`config.mk`:
```
export PLATFORM = sky130hd
export DESIGN_NAME = itrk_front
export DESIGN_NICKNAME = d
export VERILOG_FILES = /design/src/itrk_pkg.sv /design/src/itrk_front.sv
export SDC_FILE = /design/constraint.sdc
export NUM_CORES = 1
export LEC_CHECK = 0
export BUFFER_PORTS_ARGS = -buffer_cell sky130_fd_sc_hd__buf_2
export CORE_ASPECT_RATIO = 1.1
export CORE_MARGIN = 5
export CORE_UTILIZATION = 40
export DETAILED_ROUTE_END_ITERATION = 10
export PLACE_DENSITY = 0.71
export SLEW_MARGIN = 20
export SYNTH_ARGS = -nofsm -noshare
export SYNTH_HDL_FRONTEND = slang
export SYNTH_SLANG_ARGS = --single-unit
```
`constraint.sdc`:
```
create_clock -name clk -period 5.3 [get_ports clk]
set_input_delay 1.06 -clock clk [delete_from_list [all_inputs] [get_ports clk]]
set_output_delay 1.06 -clock clk [all_outputs]
set_load 0.05 [all_outputs]
```
`src/itrk_pkg.sv`:
```
`timescale 1ns / 1ps
package itrk_pkg;

  localparam int STATE_FRAC_BITS   = 16;
  localparam int CORDIC_ITERATIONS = 16;
  localparam int CF = 24;   // coefficient fraction bits
  localparam int DW = 48;   // filter datapath width
  localparam int AW = 28;   // CORDIC datapath width

  localparam logic signed [29:0] K_DT   = 30'sd335544;
  localparam logic signed [29:0] K_DT2H = 30'sd3355;
  localparam logic signed [29:0] K_G    = 30'sd164584489;
  localparam logic signed [29:0] K_H    = 30'sd5872026;
  localparam logic signed [17:0] K_GYRO = 18'sd118591;
  localparam logic signed [AW-1:0] K_HALF_PI = AW'(26353589);

  localparam logic [0:0] REG_GAIN_MODE    = 1'b0;
  localparam logic [0:0] REG_CALIB_FRAMES = 1'b1;

  // filter sequence steps; steps from OP_CORR on alternate gain columns
  localparam logic [3:0] OP_GX0  = 4'd0;
  localparam logic [3:0] OP_HX2  = 4'd1;
  localparam logic [3:0] OP_P0A  = 4'd2;
  localparam logic [3:0] OP_P0B  = 4'd3;
  localparam logic [3:0] OP_P1   = 4'd4;
  localparam logic [3:0] OP_CORR = 4'd5;
  localparam logic [3:0] OP_LAST = 4'd12;

  typedef struct packed {
    logic signed [15:0] accel_x;
    logic signed [15:0] accel_y;
    logic signed [15:0] accel_z;
    logic signed [15:0] gyro_x;
    logic signed [15:0] gyro_y;
  } sample_t;

  typedef struct packed {
    logic signed [15:0] roll_angle;
    logic signed [15:0] tilt_angle;
    logic signed [15:0] roll_rate;
    logic signed [15:0] tilt_rate;
    logic               filter_active;
  } result_t;

  typedef struct packed {
    logic               start;
    logic signed [15:0] y;
    logic signed [15:0] x;
  } cord_req_t;

  typedef struct packed {
    logic                done;
    logic signed [AW-1:0] ang;
  } cord_rsp_t;

  typedef enum logic [3:0] {
    ST_IDLE, ST_CROLL, ST_CTILT, ST_UPDATE, ST_DIVLD, ST_DIV, ST_PREP, ST_MUL, ST_EMIT
  } state_t;

  function automatic logic signed [AW-1:0] atan_q24(input logic [4:0] idx);
    case (idx)
      5'd0:  return AW'(13176795);
      5'd1:  return AW'(7778716);
      5'd2:  return AW'(4110060);
      5'd3:  return AW'(2086331);
      5'd4:  return AW'(1047214);
      5'd5:  return AW'(524117);
      5'd6:  return AW'(262123);
      5'd7:  return AW'(131069);
      5'd8:  return AW'(65536);
      5'd9:  return AW'(32768);
      5'd10: return AW'(16384);
      5'd11: return AW'(8192);
      5'd12: return AW'(4096);
      5'd13: return AW'(2048);
      5'd14: return AW'(1024);
      5'd15: return AW'(512);
      5'd16: return AW'(256);
      5'd17: return AW'(128);
      5'd18: return AW'(64);
      5'd19: return AW'(32);
      5'd20: return AW'(16);
      5'd21: return AW'(8);
      5'd22: return AW'(4);
      5'd23: return AW'(2);
      default: return '0;
    endcase
  endfunction

  function automatic logic signed [29:0] gain(input logic mode, input logic [2:0] k);
    case ({mode, k})
      4'h0: return 30'sd11426;
      4'h1: return 30'sd137410;
      4'h2: return 30'sd8317;
      4'h3: return 30'sd990485;
      4'h4: return 30'sd18807;
      4'h5: return 30'sd3085256;
      4'h6: return -30'sd1661;
      4'h7: return 30'sd3738;
      4'h8: return 30'sd37058;
      4'h9: return 30'sd241151;
      4'hA: return 30'sd28688;
      4'hB: return 30'sd1909632;
      4'hC: return 30'sd38653;
      4'hD: return 30'sd5969380;
      4'hE: return -30'sd16475;
      4'hF: return 30'sd39587;
      default: return '0;
    endcase
  endfunction

  // fixed point rescale, rounding half up when bits are dropped
  function automatic logic signed [63:0] resc(input logic signed [63:0] v,
                                              input int from, input int to);
    if (to >= from) return v <<< (to - from);
    else return (v + (64'sd1 <<< (from - to - 1))) >>> (from - to);
  endfunction

  function automatic logic signed [15:0] sat16(input logic signed [63:0] v);
    if (v > 64'sd32767) return 16'sh7fff;
    else if (v < -64'sd32768) return 16'sh8000;
    else return v[15:0];
  endfunction

  function automatic logic signed [31:0] sat32(input logic signed [63:0] v);
    if (v > 64'sd2147483647) return 32'sh7fffffff;
    else if (v < -64'sd2147483648) return 32'sh80000000;
    else return v[31:0];
  endfunction

  // Q.24 angle to Q2.13, optionally negated
  function automatic logic signed [15:0] raw_q13(input logic signed [AW-1:0] ang,
                                                 input logic negate);
    logic signed [63:0] v;
    v = 64'(ang);
    if (negate) v = -v;
    return sat16((v + 64'sd1024) >>> 11);
  endfunction

endpackage

```
`src/itrk_front.sv`:
```
`timescale 1ns / 1ps
module itrk_front import itrk_pkg::*; (
  input  logic    clk,
  input  logic    rst,
  input  logic    push,
  output logic    full,
  input  sample_t sample,
  input  logic    q_pop,
  output logic    q_empty,
  output sample_t head
);

  sample_t    slots [2];
  logic       wptr;
  logic       rptr;
  logic [1:0] count;
  logic       wr;
  logic       rd;

  assign full    = (count == 2'd2);
  assign q_empty = (count == 2'd0);
  assign head    = slots[rptr];
  assign wr      = push && !full;
  assign rd      = q_pop && !q_empty;

  always_ff @(posedge clk) begin
    if (wr) begin
      slots[wptr] <= sample;
    end
  end

  always_ff @(posedge clk) begin
    if (rst) begin
      wptr  <= 1'b0;
      rptr  <= 1'b0;
      count <= 2'd0;
    end else begin
      if (wr) begin
        wptr <= !wptr;
      end
      if (rd) begin
        rptr <= !rptr;
      end
      count <= count + {1'b0, wr} - {1'b0, rd};
    end
  end

endmodule

```
==> summary.md <==
| Metric | Value |
|---|---|
| Status | complete, no violations |
| Die Width | approximately 130 um |
| Design area | approximately 7600 um^2 |
| Mapped Cells | 276 |
| Yosys top cell by area | edfxtp_1 |
| Min Tclk post-route | 3.233 ns |
| Crit path capture type | output pin |
| Vias in the first global route | 3433 |
| 1st-pass router iterations | 4 |
| Post-Route Setup TNS | 0 ns |
| Post-synth EDFFs | 160 |
| Worst hold path stage count | 2 |
| Yosys cell types | 21 |
| Core Box Area | around 15000 um^2 |
| Top-count cell post-synth | edfxtp_1 |
| PortBufs | ~170 |
| FILL cells | around 1200 |
| CP max stage cell | dfxtp_4 |
| CP top delay family | flip-flops |
| Yosys warns | 0 |
| Reg2reg path depth | 5 |
| DRC viols | 0 |
| Placed Area | 7027 um^2 |
| XOR/XNOR Fraction of Synth Area | 0.002921 |
| Compound-Gate Fraction of Synth Area | 0.002921 |
| CTS tree | done |
| FF+latch count, synth | approximately 170 |
| Post-CTS setup buffer count | 0 |
| Mux share of post-synthesis cell area | 0.1502 |
| Worst endpoint required time | approximately 4.2 ns |
| Largest family of logic cells by synthesized area | multiplexers |
| Final cycle utilization of the critical path | 0.6101 |
| Post-CTS Resized | 0 |
| Share of layout cells above drive strength 1 | 0.5987 |
| Row count | 47 |
| VDD IR max | between 400 and 500 uV |
| Gr ovfl total | 0 |
| Hold_sp | rptr |
| Crit Path Class | flop to output pin |
| Max Freq | just over 300 MHz |
| Simple-Gate Fraction of Synth Area | 0.009806 |
| Initial antenna violation count | 0 |
| Post-Syn Nets | 362 |
| Hold WC Path Type | flop to flop |
| Crit path buf inv count | 1 |
| Pwr Density | approximately 590 nW/um^2 |
| Worst R2R Start | count[0] |
| Ordered list of cells on the worst path | mux2_2, buf_2 |
| RSZ-0062 raised after global routing | false |
| Worst Path Max Fanout | 80 |
| Dpl hpwl | about 7.0 mm |
| CP peak stage delay | 1.00 ns |
| Diodes inserted | 0 |
| Post-synth top area share | 0.8012 |
| Cts bufs inserted | 17 |
| R2R setup slack | 2.85 ns |
| Maxcap violations | 0 |
| Final wirelength | 10.74 mm |
| Clk slew on worst S/H paths | about 0.06 ns |
| Die height | between 100 and 150 um |
| Vias per cell | approximately 4.6 |
| Largest cells by area after synthesis | edfxtp_1, mux2_2, dfxtp_1, buf_4, ha_1 |
| Max-slew violations | 0 |
| Synth top cells by count | edfxtp_1, mux2_2, buf_4, dfxtp_1 |
| R2R Path End | slots[0][52] |
| Clock Skew | between 0.005 and 0.006 ns |
| Vias after detailed routing | just over 3000 |
| Startpoint types | flop |
| Final Setup Violations | 0 |
| Final hold violations | 0 |
| Routability cong. | around 0.70 |
| Slew @ Worst Pin | ~1.1 ns |
| Global-route usage over all layers | 0.1235 |
| Synth Area in Adders | 0.004173 |
| Avg WL per Cell | 16.23 um |
| Leak | 2.840 nW |
| Hold Buf Count CTS | 0 |
| Final hold slack | 0.5191 ns |
| Sequential element share of the synthesized area | 0.8179 |
| Area grow syn2layout | 27.02% |
| Syn_area_per_cell | around 22 um^2 |
| First-pass GRT wire length | roughly 17 mm |
| Post-Synthesis Cell Area | 5997 um^2 |
| Clock root cell | clkbuf_16 |
| Initial Util | 0.4031 |
| Die area | 17540 um^2 |
| Longest Clk Path Bufs | 2 |
| Htree depth | 4 |
| Clock latency at the later pin of the worst-skew pair | 0.41 ns |
| Clock sink count | roughly 170 |
| I/O pin cnt | 166 |
| Slew margin rel. | 0.2812 |
| Pin count of the biggest net entering global routing | 81 |
| CP arrival | 2.17 ns |
| Dominant synthesized flop cell | edfxtp_1 |
| Iter 0 DRT Violations | around 130 |
| Final antenna-violating net count | 0 |
| Async S/R FF share, synth | 0 |
| Final nets | roughly 540 |
-- worst max-delay path by stage --
stage	cells after the start	startpoint	to
finish	2	flop	head[55]
global route	2	flop	head[35]
CTS	2	flop	head[55]
detailed placement	5	push	slots[0][50]
global placement	5	push	slots[0][57]
floorplan	3	push	slots[0][0]
-- flip-flops by register name (all words and copies together), names as in the netlist, named ones only --
signal  flops
rptr        1
count       2
slots     160
wptr        1
-- cell families (layout without fill, tap and decap cells) --
logic type	Yosys count	count (layout)
flip-flops	165	165
XOR/XNOR	2	2
multiplexers	80	80
AND/OR/NAND/NOR	11	11
adder cells (fa/ha/maj)	2	2
AO/OA/AOI/OAI	3	3
buffers and inverters	13	203
-- routing by layer --
metal	up-vias	track usage	routed length (um)
met2	96	0.2216	5826
met5	-	0	0
met1	1500	0.1289	4018
met3	11	0.04861	732
met4	0	0.04743	166
li1	1436	-	-
-- power breakdown --
part           internal [mW]  total (mW)  switching, mW
Clock                  0.686        1.15          0.462
Combinational          0.427        1.51           1.09
Sequential              1.67        1.80          0.132
-- per-stage QoR --
stage / setup WS [ns] / power [mW] / util / instances
6_report: 2.067 / 4.461 / 0.5120 / 662
5_1_grt: 1.957 / 4.657 / 0.5120 / 662
4_1_cts: 2.023 / 4.526 / 0.5101 / 661
3_5_place_dp: 2.125 / 3.358 / 0.4723 / 629
3_3_place_gp: 2.192 / 3.335 / 0.4723 / 629
2_1_floorplan: 1.853 / 3.023 / - / 276
-- final cells by class --
type	instances	area, um^2	area share
tap	196	245.2	0.03219
clock buffer	17	425.4	0.05585
sequential	165	4908	0.6444
clock inverter	15	137.6	0.01807
inverter	4	16.27	0.002135
timing repair buffer	167	860.8	0.1130
multi-input combinational	98	1023	0.1344
-- layout by cell type (no fill, tap or decap), types with 2 or more instances in the layout --
master,synthesis,layout
buf_2,4,165
bufinv_16,0,2
clkbuf_16,0,17
clkinv_1,0,5
clkinv_2,0,3
clkinvlp_4,0,3
dfxtp_1,5,4
edfxtp_1,160,160
ha_1,2,2
inv_1,3,2
inv_6,0,2
mux2_2,80,80
nor2_1,4,4
-- tightest hold or removal path, cell delays in order, from the launching register on --
cell and delay [ns]:
dfxtp_1 0.32, xnor2_1 0.09, nor2_1 0.07
No activity file was read; power rests on OpenSTA's default activity.
