**config.mk**
```make
export PLATFORM = sky130hd
export DESIGN_NAME = itrk_cordic
export DESIGN_NICKNAME = d
export VERILOG_FILES = /design/src/itrk_pkg.sv /design/src/itrk_cordic.sv
export SDC_FILE = /design/constraint.sdc
export NUM_CORES = 1
export LEC_CHECK = 0
export ABC_AREA = 1
export BUFFER_PORTS_ARGS = -buffer_cell sky130_fd_sc_hd__buf_2
export CAP_MARGIN = 10
export CORE_MARGIN = 4
export CORE_UTILIZATION = 35
export DETAILED_ROUTE_END_ITERATION = 8
export PLACE_DENSITY = 0.54
export SLEW_MARGIN = 15
export SYNTH_ARGS = -nofsm -noshare
export SYNTH_HDL_FRONTEND = slang
export SYNTH_SLANG_ARGS = --single-unit
```
**constraint.sdc**
```tcl
create_clock -name clk -period 4.9 [get_ports clk]
set_input_delay 0.49 -clock clk [delete_from_list [all_inputs] [get_ports clk]]
set_output_delay 0.49 -clock clk [all_outputs]
set_load 0.005 [all_outputs]
```
**src/itrk_pkg.sv**
```systemverilog
`timescale 1ns / 1ps
package itrk_pkg;

  localparam int STATE_FRAC_BITS   = 16;
  localparam int CORDIC_ITERATIONS = 16;
  localparam int CF = 24;   // coefficient fraction bits
  localparam int DW = 48;   // filter datapath width
  localparam int AW = 28;   // CORDIC datapath width

  localparam logic signed [29:0] K_DT   = 30'sd335544;
  localparam logic signed [29:0] K_DT2H = 30'sd3355;
  localparam logic signed [29:0] K_G    = 30'sd164584489;
  localparam logic signed [29:0] K_H    = 30'sd5872026;
  localparam logic signed [17:0] K_GYRO = 18'sd118591;
  localparam logic signed [AW-1:0] K_HALF_PI = AW'(26353589);

  localparam logic [0:0] REG_GAIN_MODE    = 1'b0;
  localparam logic [0:0] REG_CALIB_FRAMES = 1'b1;

  // filter sequence steps; steps from OP_CORR on alternate gain columns
  localparam logic [3:0] OP_GX0  = 4'd0;
  localparam logic [3:0] OP_HX2  = 4'd1;
  localparam logic [3:0] OP_P0A  = 4'd2;
  localparam logic [3:0] OP_P0B  = 4'd3;
  localparam logic [3:0] OP_P1   = 4'd4;
  localparam logic [3:0] OP_CORR = 4'd5;
  localparam logic [3:0] OP_LAST = 4'd12;

  typedef struct packed {
    logic signed [15:0] accel_x;
    logic signed [15:0] accel_y;
    logic signed [15:0] accel_z;
    logic signed [15:0] gyro_x;
    logic signed [15:0] gyro_y;
  } sample_t;

  typedef struct packed {
    logic signed [15:0] roll_angle;
    logic signed [15:0] tilt_angle;
    logic signed [15:0] roll_rate;
    logic signed [15:0] tilt_rate;
    logic               filter_active;
  } result_t;

  typedef struct packed {
    logic               start;
    logic signed [15:0] y;
    logic signed [15:0] x;
  } cord_req_t;

  typedef struct packed {
    logic                done;
    logic signed [AW-1:0] ang;
  } cord_rsp_t;

  typedef enum logic [3:0] {
    ST_IDLE, ST_CROLL, ST_CTILT, ST_UPDATE, ST_DIVLD, ST_DIV, ST_PREP, ST_MUL, ST_EMIT
  } state_t;

  function automatic logic signed [AW-1:0] atan_q24(input logic [4:0] idx);
    case (idx)
      5'd0:  return AW'(13176795);
      5'd1:  return AW'(7778716);
      5'd2:  return AW'(4110060);
      5'd3:  return AW'(2086331);
      5'd4:  return AW'(1047214);
      5'd5:  return AW'(524117);
      5'd6:  return AW'(262123);
      5'd7:  return AW'(131069);
      5'd8:  return AW'(65536);
      5'd9:  return AW'(32768);
      5'd10: return AW'(16384);
      5'd11: return AW'(8192);
      5'd12: return AW'(4096);
      5'd13: return AW'(2048);
      5'd14: return AW'(1024);
      5'd15: return AW'(512);
      5'd16: return AW'(256);
      5'd17: return AW'(128);
      5'd18: return AW'(64);
      5'd19: return AW'(32);
      5'd20: return AW'(16);
      5'd21: return AW'(8);
      5'd22: return AW'(4);
      5'd23: return AW'(2);
      default: return '0;
    endcase
  endfunction

  function automatic logic signed [29:0] gain(input logic mode, input logic [2:0] k);
    case ({mode, k})
      4'h0: return 30'sd11426;
      4'h1: return 30'sd137410;
      4'h2: return 30'sd8317;
      4'h3: return 30'sd990485;
      4'h4: return 30'sd18807;
      4'h5: return 30'sd3085256;
      4'h6: return -30'sd1661;
      4'h7: return 30'sd3738;
      4'h8: return 30'sd37058;
      4'h9: return 30'sd241151;
      4'hA: return 30'sd28688;
      4'hB: return 30'sd1909632;
      4'hC: return 30'sd38653;
      4'hD: return 30'sd5969380;
      4'hE: return -30'sd16475;
      4'hF: return 30'sd39587;
      default: return '0;
    endcase
  endfunction

  // fixed point rescale, rounding half up when bits are dropped
  function automatic logic signed [63:0] resc(input logic signed [63:0] v,
                                              input int from, input int to);
    if (to >= from) return v <<< (to - from);
    else return (v + (64'sd1 <<< (from - to - 1))) >>> (from - to);
  endfunction

  function automatic logic signed [15:0] sat16(input logic signed [63:0] v);
    if (v > 64'sd32767) return 16'sh7fff;
    else if (v < -64'sd32768) return 16'sh8000;
    else return v[15:0];
  endfunction

  function automatic logic signed [31:0] sat32(input logic signed [63:0] v);
    if (v > 64'sd2147483647) return 32'sh7fffffff;
    else if (v < -64'sd2147483648) return 32'sh80000000;
    else return v[31:0];
  endfunction

  // Q.24 angle to Q2.13, optionally negated
  function automatic logic signed [15:0] raw_q13(input logic signed [AW-1:0] ang,
                                                 input logic negate);
    logic signed [63:0] v;
    v = 64'(ang);
    if (negate) v = -v;
    return sat16((v + 64'sd1024) >>> 11);
  endfunction

endpackage

```
**src/itrk_cordic.sv**
```systemverilog
`timescale 1ns / 1ps
module itrk_cordic import itrk_pkg::*; (
  input  logic      clk,
  input  logic      rst,
  input  cord_req_t req,
  output cord_rsp_t rsp
);

  localparam int ITER = CORDIC_ITERATIONS;
  localparam int IW   = $clog2(ITER);

  logic                 busy;
  logic                 done;
  logic                 zero;
  logic [IW-1:0]        i;
  logic signed [AW-1:0] cx;
  logic signed [AW-1:0] cy;
  logic signed [AW-1:0] cang;
  logic signed [AW-1:0] x0;
  logic signed [AW-1:0] y0;
  logic signed [AW-1:0] dx;
  logic signed [AW-1:0] dy;

  assign x0 = AW'(req.x) <<< 8;
  assign y0 = AW'(req.y) <<< 8;
  assign dx = cy >>> i;
  assign dy = cx >>> i;

  assign rsp.done = done;
  assign rsp.ang  = zero ? '0 : cang;

  always_ff @(posedge clk) begin
    if (req.start) begin
      zero <= (req.x == 16'sd0) && (req.y == 16'sd0);
      if (x0 < 0) begin
        if (y0 >= 0) begin
          cx <= y0;  cy <= -x0; cang <= K_HALF_PI;
        end else begin
          cx <= -y0; cy <= x0;  cang <= -K_HALF_PI;
        end
      end else begin
        cx <= x0; cy <= y0; cang <= '0;
      end
      i <= '0;
    end else if (busy) begin
      if (cy > 0) begin
        cx <= cx + dx; cy <= cy - dy; cang <= cang + atan_q24(5'(i));
      end else begin
        cx <= cx - dx; cy <= cy + dy; cang <= cang - atan_q24(5'(i));
      end
      i <= i + 1'b1;
    end
  end

  always_ff @(posedge clk) begin
    if (rst) begin
      busy <= 1'b0;
      done <= 1'b0;
    end else begin
      done <= 1'b0;
      if (req.start) begin
        busy <= 1'b1;
      end else if (busy && i == IW'(ITER - 1)) begin
        busy <= 1'b0;
        done <= 1'b1;
      end
    end
  end

endmodule

```
==> flow_summary.yaml <==
die:
  dieArea_sq_um: 43980
  coreArea_sq_um: 40010
  core.rowCount: 73
  initial_core_util_pct: 35.59
  die_x_microns: 209.7
  dieHeight_microns: 209.7
  io_pins: 64
synth:
  synth_common_cells: "nand2_1 (609), nand3_1 (286), inv_1 (221)"
  synth_area_leaders: "edfxtp_1 (18%), nand2_1 (16%), nand3_1 (10%)"
  synthAdderAreaFrac_pct: 8.857
  netlist_area_sq_um: 14240
  async_flop_share_pct: 0
  synthMuxAreaShare_pct: 0
  ys_ff_latch: 114
  synth_top_family_by_area: "simple AND/OR/NAND/NOR gates"
  synth_cells: 2286
  synth-simple-area-share_pct: 37.11
  ys.flop_type: "edfxtp_1"
  synth_top_area_share_pct: 17.92
  synth_area_per_cell_sq_um: 6.229
  syn_nets: 2420
  yosys.area.top_type: "edfxtp_1"
  synthXorXnorAreaFrac_pct: 6.212
  ys_seq_area_share_pct: 22.00
  post-synth-top-count-cell: "nand2_1"
  synthDistinctLibCells: 52
  synth_compound_area_share_pct: 16.55
  yosys_warnings: 0
  synth_edf_count: 85
worst_setup_path:
  path_depth: 27
  cpPeakStageDelay_ps: 400
  arrival_ps: 4780
  crit_type: "reg2reg"
  worst_setup_path_start_kind: "flip-flop"
  reg2reg_to: "cx[27]$_DFFE_PP_"
  critPathMostFrequentCell: "nand2_1"
  crit_path_top_delay_cell: "buf_4"
  reg2reg_slack_ps: 340
  endpoint: "cx[27]$_DFFE_PP_"
  crit_fanout: 49
  end_kind: "flip-flop"
  critPathTopFamily: "simple AND/OR/NAND/NOR gates"
  required_ps: 5120
  startpoint: "i[0]$_SDFFE_PP0P_"
  crit_buf_inv: 3
  r2r_cells: 27
  reg2reg_from: "i[0]$_SDFFE_PP0P_"
clock_tree:
  cts_sinks: 114
  htreeDepth: 4
  cts_buffers: 17
  tritoncts: "yes"
  cts_setup_buffers: 0
  clock_latency_ps: 460
  clockBufferDepth: 2
  clk_pin_slew_worst_paths_ps: 70
  root_buffer: "clkbuf_16"
finish:
  fillers: 4336
  drive_above_1_share_pct: 7.938
  syn_to_final_growth_pct: 10.02
  nets: 2439
  multi_input_area_sq_um: 9806
  regArea_sq_um: 3137
global_route:
  grt_pass1_vias: 14470
  grt_max_degree: 66
  overflow: 0
  track_usage_pct: 23.04
  antenna_found_initial: 0
  grt_pass1_wl_mm: 80.42
timing:
  setup_tns_ps: 0
  slew_violations: 0
  finalSetupViolCount: 0
  slew_headroom_pct: 37.80
  whs_ps: 220.6
  fin_crit_sh_pct: 93.03
  max_freq_mhz: 219.4
  finalHoldViolations: 0
  rsz0062_at_grt: "false"
  skew_ps: 14.49
  finalCriticalPeriod_ps: 4558
  worstMarginPinSlew_ps: 933.0
power_and_ir_drop:
  p_comb_share_pct: 74.5
  switchingPower_mw: 7.743
  power.internal_mw: 5.982
  p_per_area_nw_per_um2: 876.1
  irDropWorstVdd_mv: 0.5646
  p_clk_share_pct: 9.6
  p_sw_share_pct: 56.42
  leakage_nw: 7.498
  seqPwrFrac_pct: 16.0
hold_path:
  min_path_type: "in2reg"
detailed_routing:
  first_iter_violations: 1492
  postRouteAntennaNets: 0
  drt_pass1_iterations: 5
  via_per_inst: 5.463
  vias: 15540
  drc: 0
  wl_per_cell_microns: 18.31
  route.final.wire_length_mm: 52.07
job:
  cap_violations: 0
placement:
  gp_congestion: 0.9251
  dp_hpwl_mm: 40.98
  port_buffers: 63
run_status:
  status: "completed"
## logic make-up (layout without fill, tap and decap cells)
group                    after synthesis  count (layout)
AO/OA/AOI/OAI                        423             423
other                                  0               1
XOR/XNOR                             101             101
adder cells (fa/ha/maj)               99              99
buffers and inverters                323             355
AND/OR/NAND/NOR                     1226            1226
flip-flops                           114             114
## cell type report
class                   count  share of cell area, %
diodes                      1                0.01597
clock buffers              20                  3.123
clock inverters            12                 0.6868
inverters                 231                  5.567
multi-input cells        1849                  62.59
flip-flops and latches    114                  20.02
well taps                 525                  4.193
repair buffers             92                  3.802
## power by group through the flow
stage	registers, mW	logic, mW	clock network [mW]
2_1_floorplan	1.91	7.43	0
3_3_place_gp	2.21	9.96	0
3_5_place_dp	2.20	10.0	0
4_1_cts	2.19	10.1	1.34
5_1_grt	2.23	11.5	1.38
6_report	2.19	10.2	1.31
## worst min path at each step
| stage | end | startpoint | cells after the start |
|---|---|---|---|
| after CTS | busy$_SDFFE_PP0P_ | rst | 2 |
| after global routing | busy$_SDFFE_PP0P_ | rst | 2 |
| final | busy$_SDFFE_PP0P_ | rst | 2 |
| after global placement | i[1]$_SDFFE_PP0P_ | i[1]$_SDFFE_PP0P_ | 2 |
| after floorplan | done$_SDFF_PP0_ | busy$_SDFFE_PP0P_ | 2 |
| after detailed placement | i[1]$_SDFFE_PP0P_ | i[1]$_SDFFE_PP0P_ | 2 |
## stage by stage
step	cells	setup WS [ps]	util [%]	instance area (sq um)	power, mW
2_1_floorplan	2286	1137	-	14240	9.344
3_3_place_gp	2811	373.6	37.64	15060	12.17
3_5_place_dp	2811	324.1	37.64	15060	12.21
4_1_cts	2843	316.9	39.13	15660	13.61
5_1_grt	2843	1.858	39.15	15660	15.11
6_report	2844	341.6	39.16	15670	13.73
## per-layer routing
layer	vias to the layer above	track usage, %	part of all wire [%]
li1	7704	-	-
met1	7260	31.42	46
met2	494	36.92	45
met3	80	4.425	6.2
met4	0	7.201	2.9
met5	-	0	0
## placed cells by master, fill, tap and decap left out, drive strengths merged, types with 9 or more instances in the layout
cell	count
clkinv	9
o211ai	23
xor2	63
nand4	20
a21o	14
inv	233
ha	96
xnor2	38
nor4	12
buf	92
nand2	621
nor3	36
a31oi	13
clkbuf	20
o21bai	13
nand3	292
o21ai	171
edfxtp	85
dfxtp	29
nor2	222
a21oi	159
## timing repair
action,4_1_cts,5_1_grt
gates resized for setup,0,5
hold buffers,0,0
endpoints found under the setup margin,0,10
Note: power is estimated with default switching activity, not from simulation.
